$ cat config.mk
export PLATFORM = sky130hd
export DESIGN_NAME = ordered_list_insert_delete_find
export DESIGN_NICKNAME = d
export VERILOG_FILES = /design/src/rtl/olid_pkg.sv /design/src/rtl/olid_front.sv /design/src/rtl/olid_queue.sv /design/src/rtl/olid_back.sv /design/src/rtl/ordered_list_insert_delete_find.sv
export SDC_FILE = /design/constraint.sdc
export NUM_CORES = 2
export LEC_CHECK = 0
export ABC_CLOCK_PERIOD_IN_PS = 6300
export BUFFER_PORTS_ARGS = -buffer_cell sky130_fd_sc_hd__buf_2
export CAP_MARGIN = 15
export CORE_UTILIZATION = 50
export DETAILED_ROUTE_END_ITERATION = 12
export PLACE_DENSITY = 0.68
export SLEW_MARGIN = 40
export SYNTH_ARGS = -nofsm -noshare
export SYNTH_HDL_FRONTEND = slang
export SYNTH_SLANG_ARGS = --single-unit
$ cat constraint.sdc
create_clock -name i_clk -period 6.3 [get_ports i_clk]
set_clock_uncertainty 0.05 [all_clocks]
set_input_delay 0.315 -clock i_clk [delete_from_list [all_inputs] [get_ports i_clk]]
set_output_delay 0.315 -clock i_clk [all_outputs]
set_load 0.05 [all_outputs]
$ cat src/rtl/olid_pkg.sv
package olid_pkg;

    localparam int CAPACITY_DEF = 64;
    localparam int Q_DEPTH      = 2;

    localparam logic [1:0] KIND_INSERT = 2'd0;
    localparam logic [1:0] KIND_DELETE = 2'd1;
    localparam logic [1:0] KIND_FIND   = 2'd2;

    typedef enum logic [1:0] {
        OP_INS,
        OP_DEL,
        OP_FIND,
        OP_NOP
    } t_op;

    typedef enum logic [2:0] {
        ST_IDLE,
        ST_INS,
        ST_INS_PUT,
        ST_DEL,
        ST_FIND
    } t_bstate;

    typedef struct packed {
        logic [1:0]          kind;
        logic [6:0]          position;
        logic signed [31:0]  value;
    } t_in;

    typedef struct packed {
        logic                ok;
        logic signed [31:0]  removed_value;
        logic [6:0]          found_position;
        logic [6:0]          list_length;
    } t_out;

    typedef struct packed {
        t_op                 op;
        logic [6:0]          position;
        logic [31:0]         value;
    } t_cmd;

endpackage

$ cat src/rtl/olid_front.sv
module olid_front (
    input  logic               start,
    input  olid_pkg::t_in      i_item,
    input  logic               i_full,
    output logic               busy,
    output logic               o_push,
    output olid_pkg::t_cmd     o_cmd
);

    olid_pkg::t_op op;

    always_comb begin
        case (i_item.kind)
            olid_pkg::KIND_INSERT: op = olid_pkg::OP_INS;
            olid_pkg::KIND_DELETE: op = olid_pkg::OP_DEL;
            olid_pkg::KIND_FIND:   op = olid_pkg::OP_FIND;
            default:               op = olid_pkg::OP_NOP;
        endcase
    end

    assign busy           = i_full;
    assign o_push         = start && !i_full;
    assign o_cmd.op       = op;
    assign o_cmd.position = i_item.position;
    assign o_cmd.value    = i_item.value;

endmodule

$ cat src/rtl/olid_queue.sv
module olid_queue (
    input  logic              i_clk,
    input  logic              i_rst_n,
    input  logic              i_push,
    input  olid_pkg::t_cmd    i_data,
    input  logic              i_pop,
    output logic              o_full,
    output logic              o_valid,
    output olid_pkg::t_cmd    o_data
);

    localparam int PW = (olid_pkg::Q_DEPTH > 1) ? $clog2(olid_pkg::Q_DEPTH) : 1;
    localparam int NW = $clog2(olid_pkg::Q_DEPTH + 1);

    olid_pkg::t_cmd  r_slot [olid_pkg::Q_DEPTH];
    logic [PW-1:0]   r_wp;
    logic [PW-1:0]   r_rp;
    logic [NW-1:0]   r_cnt;
    logic [PW-1:0]   n_wp;
    logic [PW-1:0]   n_rp;
    logic [NW-1:0]   n_cnt;

    assign o_full  = (r_cnt == NW'(olid_pkg::Q_DEPTH));
    assign o_valid = (r_cnt != '0);
    assign o_data  = r_slot[r_rp];

    always_comb begin
        n_wp  = r_wp;
        n_rp  = r_rp;
        n_cnt = r_cnt;
        if (i_push) begin
            n_wp = (r_wp == PW'(olid_pkg::Q_DEPTH - 1)) ? '0 : r_wp + PW'(1);
        end
        if (i_pop) begin
            n_rp = (r_rp == PW'(olid_pkg::Q_DEPTH - 1)) ? '0 : r_rp + PW'(1);
        end
        if (i_push && !i_pop) begin
            n_cnt = r_cnt + NW'(1);
        end else if (i_pop && !i_push) begin
            n_cnt = r_cnt - NW'(1);
        end
    end

    always_ff @(posedge i_clk) begin
        if (!i_rst_n) begin
            r_wp  <= '0;
            r_rp  <= '0;
            r_cnt <= '0;
        end else begin
            r_wp  <= n_wp;
            r_rp  <= n_rp;
            r_cnt <= n_cnt;
        end
    end

    always_ff @(posedge i_clk) begin
        if (i_push) begin
            r_slot[r_wp] <= i_data;
        end
    end

endmodule

$ cat src/rtl/olid_back.sv
module olid_back #(
    parameter int CAPACITY = olid_pkg::CAPACITY_DEF
) (
    input  logic              i_clk,
    input  logic              i_rst_n,
    input  logic              i_valid,
    input  olid_pkg::t_cmd    i_cmd,
    output logic              o_pop,
    output logic              o_done,
    output olid_pkg::t_out    o_result
);

    localparam int AW = (CAPACITY > 1) ? $clog2(CAPACITY) : 1;
    localparam int CW = $clog2(CAPACITY + 1);
    localparam int XW = ((CW > 7) ? CW : 7) + 1;

    logic [31:0]         mem [CAPACITY];
    logic [31:0]         r_rd;

    olid_pkg::t_bstate   r_state, n_state;
    logic [CW-1:0]       r_count, n_count;
    logic [AW-1:0]       r_rdi, n_rdi;
    logic [AW-1:0]       r_wa, n_wa;
    logic                r_wv, n_wv;
    logic                r_cap, n_cap;
    logic [31:0]         r_removed, n_removed;
    logic [AW-1:0]       r_pm1, n_pm1;
    logic [31:0]         r_val, n_val;
    logic                r_done, n_done;
    olid_pkg::t_out      r_res, n_res;

    logic [AW-1:0]       ra;
    logic                we;
    logic [AW-1:0]       wa;
    logic [31:0]         wd;
    logic [XW-1:0]       xpos;
    logic [XW-1:0]       xcnt;
    logic [CW-1:0]       next_rdi;
    logic [31:0]         rem_now;

    assign o_done   = r_done;
    assign o_result = r_res;

    assign xpos     = XW'(i_cmd.position);
    assign xcnt     = XW'(r_count);
    assign next_rdi = CW'(r_rdi) + CW'(1);
    assign rem_now  = r_cap ? r_rd : r_removed;

    always_comb begin
        n_state   = r_state;
        n_count   = r_count;
        n_rdi     = r_rdi;
        n_wa      = r_wa;
        n_wv      = 1'b0;
        n_cap     = r_cap;
        n_removed = r_removed;
        n_pm1     = r_pm1;
        n_val     = r_val;
        n_done    = 1'b0;
        n_res     = r_res;
        o_pop     = 1'b0;
        ra        = '0;
        we        = r_wv;
        wa        = r_wa;
        wd        = r_rd;

        case (r_state)
            olid_pkg::ST_IDLE: begin
                if (i_valid) begin
                    o_pop = 1'b1;
                    n_res.ok             = 1'b0;
                    n_res.removed_value  = '0;
                    n_res.found_position = '0;
                    n_res.list_length    = 7'(r_count);
                    n_val = i_cmd.value;
                    n_pm1 = AW'(xpos - XW'(1));
                    case (i_cmd.op)
                        olid_pkg::OP_INS: begin
                            if (xpos == '0 || xpos > xcnt + XW'(1)
                                    || r_count == CW'(CAPACITY)) begin
                                n_done = 1'b1;
                            end else if (xpos - XW'(1) == xcnt) begin
                                we      = 1'b1;
                                wa      = AW'(r_count);
                                wd      = i_cmd.value;
                                n_count = r_count + CW'(1);
                                n_done  = 1'b1;
                                n_res.ok          = 1'b1;
                                n_res.list_length = 7'(r_count + CW'(1));
                            end else begin
                                ra      = AW'(r_count - CW'(1));
                                n_rdi   = AW'(r_count - CW'(1));
                                n_wa    = AW'(r_count);
                                n_wv    = 1'b1;
                                n_state = olid_pkg::ST_INS;
                            end
                        end
                        olid_pkg::OP_DEL: begin
                            if (xpos == '0 || xpos > xcnt) begin
                                n_done = 1'b1;
                            end else begin
                                ra      = AW'(xpos - XW'(1));
                                n_rdi   = AW'(xpos - XW'(1));
                                n_cap   = 1'b1;
                                n_state = olid_pkg::ST_DEL;
                            end
                        end
                        olid_pkg::OP_FIND: begin
                            if (r_count == '0) begin
                                n_done = 1'b1;
                            end else begin
                                ra      = '0;
                                n_rdi   = '0;
                                n_state = olid_pkg::ST_FIND;
                            end
                        end
                        default: begin
                            n_done = 1'b1;
                        end
                    endcase
                end
            end
            olid_pkg::ST_INS: begin
                if (r_rdi != r_pm1) begin
                    ra    = r_rdi - AW'(1);
                    n_rdi = r_rdi - AW'(1);
                    n_wa  = r_rdi;
                    n_wv  = 1'b1;
                end else begin
                    n_state = olid_pkg::ST_INS_PUT;
                end
            end
            olid_pkg::ST_INS_PUT: begin
                we      = 1'b1;
                wa      = r_pm1;
                wd      = r_val;
                n_count = r_count + CW'(1);
                n_done  = 1'b1;
                n_res.ok          = 1'b1;
                n_res.list_length = 7'(r_count + CW'(1));
                n_state = olid_pkg::ST_IDLE;
            end
            olid_pkg::ST_DEL: begin
                n_cap     = 1'b0;
                n_removed = rem_now;
                if (next_rdi < r_count) begin
                    ra    = AW'(next_rdi);
                    n_rdi = AW'(next_rdi);
                    n_wa  = r_rdi;
                    n_wv  = 1'b1;
                end else begin
                    n_count = r_count - CW'(1);
                    n_done  = 1'b1;
                    n_res.ok            = 1'b1;
                    n_res.removed_value = rem_now;
                    n_res.list_length   = 7'(r_count - CW'(1));
                    n_state = olid_pkg::ST_IDLE;
                end
            end
            olid_pkg::ST_FIND: begin
                if (r_rd == r_val) begin
                    n_done  = 1'b1;
                    n_res.ok             = 1'b1;
                    n_res.found_position = 7'(next_rdi);
                    n_state = olid_pkg::ST_IDLE;
                end else if (next_rdi < r_count) begin
                    ra    = AW'(next_rdi);
                    n_rdi = AW'(next_rdi);
                end else begin
                    n_done  = 1'b1;
                    n_state = olid_pkg::ST_IDLE;
                end
            end
            default: begin
                n_state = olid_pkg::ST_IDLE;
            end
        endcase
    end

    always_ff @(posedge i_clk) begin
        if (!i_rst_n) begin
            r_state <= olid_pkg::ST_IDLE;
            r_count <= '0;
            r_wv    <= 1'b0;
            r_cap   <= 1'b0;
            r_done  <= 1'b0;
        end else begin
            r_state <= n_state;
            r_count <= n_count;
            r_wv    <= n_wv;
            r_cap   <= n_cap;
            r_done  <= n_done;
        end
    end

    always_ff @(posedge i_clk) begin
        r_rdi     <= n_rdi;
        r_wa      <= n_wa;
        r_removed <= n_removed;
        r_pm1     <= n_pm1;
        r_val     <= n_val;
        r_res     <= n_res;
    end

    always_ff @(posedge i_clk) begin
        if (we) begin
            mem[wa] <= wd;
        end
        r_rd <= mem[ra];
    end

endmodule

$ cat src/rtl/ordered_list_insert_delete_find.sv
// A failed request or an append is finished by the back end as it takes the beat from the queue.
// An insert shifts the elements from the end down to the position up one at a time and then
// writes the value, a delete shifts the later elements down one at a time, and a find scans
// from the first element; the single read port and single write port of the element memory
// set this pace. A request starts once the last is done; up to two beats wait in the queue.
// Synchronous active-low reset clears the length, queue and control; memory is not cleared.
module ordered_list_insert_delete_find #(
    parameter int CAPACITY = olid_pkg::CAPACITY_DEF
) (
    input  logic              i_clk,
    input  logic              i_rst_n,
    input  logic              start,
    input  olid_pkg::t_in     i_item,
    output logic              busy,
    output logic              o_done,
    output olid_pkg::t_out    o_result
);

    logic            push;
    logic            full;
    logic            q_valid;
    logic            pop;
    olid_pkg::t_cmd  cmd_in;
    olid_pkg::t_cmd  cmd_out;

    olid_front u_front (
        .start   (start),
        .i_item  (i_item),
        .i_full  (full),
        .busy    (busy),
        .o_push  (push),
        .o_cmd   (cmd_in)
    );

    olid_queue u_queue (
        .i_clk   (i_clk),
        .i_rst_n (i_rst_n),
        .i_push  (push),
        .i_data  (cmd_in),
        .i_pop   (pop),
        .o_full  (full),
        .o_valid (q_valid),
        .o_data  (cmd_out)
    );

    olid_back #(
        .CAPACITY (CAPACITY)
    ) u_back (
        .i_clk    (i_clk),
        .i_rst_n  (i_rst_n),
        .i_valid  (q_valid),
        .i_cmd    (cmd_out),
        .o_pop    (pop),
        .o_done   (o_done),
        .o_result (o_result)
    );

endmodule

==> run metrics <==
Critical R2R Launch u_back.r_count[1]; Seq cells post-synth 2309; Max Cap Violations 0; CP Class flip-flop to flip-flop; top area cells in the synthesized netlist edfxtp_1 (74%), mux4_2 (6.3%), nand2_1 (3.8%); Synth warnings 0; Worst setup EP type flip-flop; vias in the first global route 50801; H-Tree Depth 4; total track usage 25.95%; clock buffer depth 3; std cell rows 156; power per cell area 481.8 nW/µm²; Crit Reg-Reg Endpoint u_back.r_rd[20]; period utilization 97.04%; crit path launch type flip-flop; sequential area share after synthesis 75.40%; CORE AREA 181100 µm²; Layout Nets 5879; DIE AREA 184300 µm²; TritonCTS buffer count 216; # DRC 0; WHS Endpoint u_queue.r_slot[1][0]; Max Freq 163.6 MHz; Hold Vio Cnt, Final 0; worst skew pair latency 0.87 ns; mean post-synth cell area 16.76 µm²; VDD IR max 0.0003618 V; drt total wl 241.0 mm; clk root buf clkbuf_16; share of layout cells above drive strength 1 20.94%; first-pass GRT wire length 347.3 mm; r2r setup slk 0.19 ns; hold_sp i_item[0]; initial DRC count 6410; Synth cell types 79; initial antenna violation count 19; Area Growth Syn to Fin 14.72%; Crit Path Max Fanout 64; fin. max-slew vios 0; min cycle time layout 6.114 ns; Antenna Nets Post-Route 0; cells after synthesis 5447; worst endpoint required time 6.97 ns; Placer Congestion 0.9221; I/O pins 93; final core utilization 57.82%; final setup violation count 0; Initial Util 50.40%; number of enable flip-flop cells after synthesis 2259; largest net degree at the start of global routing 89; per-cell routed wire length 28.76 µm; setup TNS 0 ns; CTS tree done; # clock sinks 2309; Vias 52248; chip width 429.3 µm; CTS clk-pin slew, worst paths 0.06 ns; grt total ovfl 0; worst rel slew slack 33.46%; critical path arrival 6.79 ns; Synth async-reset ratio 0%; Most used DFF post-synth edfxtp_1; Final HPWL DP 141.6 mm; r2r worst-path depth 19; Mapped Nets 5526; die height 429.3 µm; Yosys top cell area share 74.31%; hold-critical path depth 2; First-pass DRT Iterations 8; Port Buffers 92; cell area after synthesis 91290 µm²; DR vias/cell 6.234; status complete, no violations; min-delay worst type input pin to flip-flop; Leakage Power 35.65 nW; Worst-Margin Slew 0.9981 ns; post-synth top area cell edfxtp_1
==> worst max-delay path, stage by stage (launching register included) <==
cell and delay [ns]:
dfxtp_1 0.53, ha_1 0.33, nand3_1 0.20, nor3_2 0.29, xnor2_1 0.11, ha_1 0.31, inv_1 0.07, a2111oi_4 0.28
mux2i_1 0.37, o211ai_4 0.21, nor2_2 0.37, a21o_4 0.23, buf_12 0.29, buf_12 0.32, and3_1 0.21, o32ai_1 0.09
buf_4 0.17, a221oi_2 0.60, o22ai_2 0.37, or3_1 0.46
==> worst max-delay path by stage <==
stage / end / depth (start not counted) / from / slack, ns
finish: u_back.r_rd[20] / 19 / u_back.r_count[1] / 0.19
global route: u_back.r_rd[20] / 19 / u_back.r_count[1] / -0.02
CTS: u_back.r_rd[14] / 18 / u_back.r_count[1] / 0.04
detailed placement: u_back.r_rd[1] / 18 / u_back.r_count[1] / -0.03
global placement: u_back.r_rd[20] / 18 / u_back.r_count[1] / -0.28
floorplan: u_back.mem[51][0] / 17 / flip-flop / 0.41
==> cells in the mapped netlist, types with 4 or more instances <==
master	count
buf_4	7
xor2_1	43
or4_1	4
xnor2_1	27
mux2i_1	133
and3_1	275
o22ai_1	38
or2_2	8
dfxtp_1	50
a32oi_1	5
a22oi_1	161
nor3_1	15
and2_1	9
clkbuf_1	218
nand2_1	928
a31oi_1	139
nor2_1	110
inv_1	35
nand2b_1	12
a211oi_1	8
buf_2	75
nand3_1	49
o21a_1	4
or3_1	34
o2111ai_1	9
nand4_1	9
a21oi_1	89
a21boi_0	4
a221oi_1	59
a211o_1	4
a22o_1	5
nor3b_1	4
edfxtp_1	2259
nor2b_1	15
a21o_1	5
o21ai_0	36
mux2_2	119
nor4_1	10
mux4_2	255
ha_1	35
buf_1	32
o32ai_1	57
==> flip-flops by register name, summed over array words and instances (netlist names), named ones only <==
signal            flops
u_back.mem         2048
u_queue.r_slot       82
u_back.o_result      47
u_back.r_rd          32
u_back.r_removed     32
u_back.r_val         32
u_back.r_count        7
u_back.r_pm1          6
u_back.r_rdi          6
u_back.r_wa           6
u_back.r_state        3
u_queue.r_cnt         2
u_back.o_done         1
u_back.r_cap          1
u_back.r_wv           1
u_queue.r_rp          1
u_queue.r_wp          1
==> timing repair <==
item / 4_1_cts / 5_1_grt
buffers inserted: 7 / 3
pin swaps: 1 / 1
hold endpoints to repair: 100 / 0
endpoints found under the setup margin: 1 / 88
cloned: 0 / 0
resized for setup: 0 / 4
hold buffers: 43 / 0
==> cell families (layout without fill, tap and decap cells) <==
family | after synthesis | in the layout | synth area share, %
mux | 509 | 509 | 9.261
flops | 2309 | 2309 | 75.40
simple gates | 1498 | 1498 | 7.397
compound gates | 652 | 652 | 5.063
other cells | 0 | 26 | 0
fa+ha+maj | 35 | 35 | 0.4797
xor+xnor | 72 | 72 | 0.7209
buf+inv | 372 | 910 | 1.673
==> per-layer routing <==
metal	up-vias	part of all wire (%)	GRT usage, %
met4	2	4.3	11.61
met5	-	0.0083	0
li1	22107	-	-
met2	2854	47	40.36
met3	419	9.8	4.894
met1	26866	39	35.84
==> power breakdown <==
part / total (mW) / switching (mW) / internal [mW]
sequential: 20.8 / 0.527 / 20.3
clock: 12.7 / 5.60 / 7.11
combinational: 16.9 / 11.6 / 5.39
==> per-stage QoR <==
step	cell area (µm²)	hold WS [ns]	power, mW	worst slack, ns	cells
2_1_floorplan	91290	0.3639	30.19	0.4129	5447
3_3_place_gp	97160	0.3904	37.35	-0.2815	7894
3_5_place_dp	97220	0.3931	37.67	-0.03314	7896
4_1_cts	104600	0.06386	50.32	0.04212	8349
5_1_grt	104700	0.1204	51.96	-0.01844	8377
6_report	104700	0.1374	50.45	0.1863	8381
==> layout make-up <==
type	count	area, µm²
multi-input cells	2766	21710
inverters	38	145.1
clock buffers	276	5798
flip-flops and latches	2309	68840
diodes	26	65.06
well taps	2370	2965
repair buffers	469	4155
fillers	13298	76400
clock inverters	127	1052
==> layout by cell type, fill, tap and decap left out, drive strengths merged, types with 7 or more instances in the layout <==
cell and count:
xnor2 27, a22oi 161, a221oi 61, clkbuf 277
o2111ai 9, edfxtp 2259, a211oi 9, nor3 15
dfxtp 50, or2 10, dlygate4sd3 43, o22ai 38
o32ai 57, inv 48, nand2b 12, nor2b 15
a21oi 89, clkinv 95, buf 425, mux2 119
and2 10, clkinvlp 7, o21ai 37, mux4 256
a31oi 139, ha 35, nor4 12, nand2 928
xor2 43, diode 26, mux2i 134, bufinv 15
or3 34, nor2 111, nand3 50, nand4 9
and3 275
Note: power is estimated with default switching activity, not from simulation.
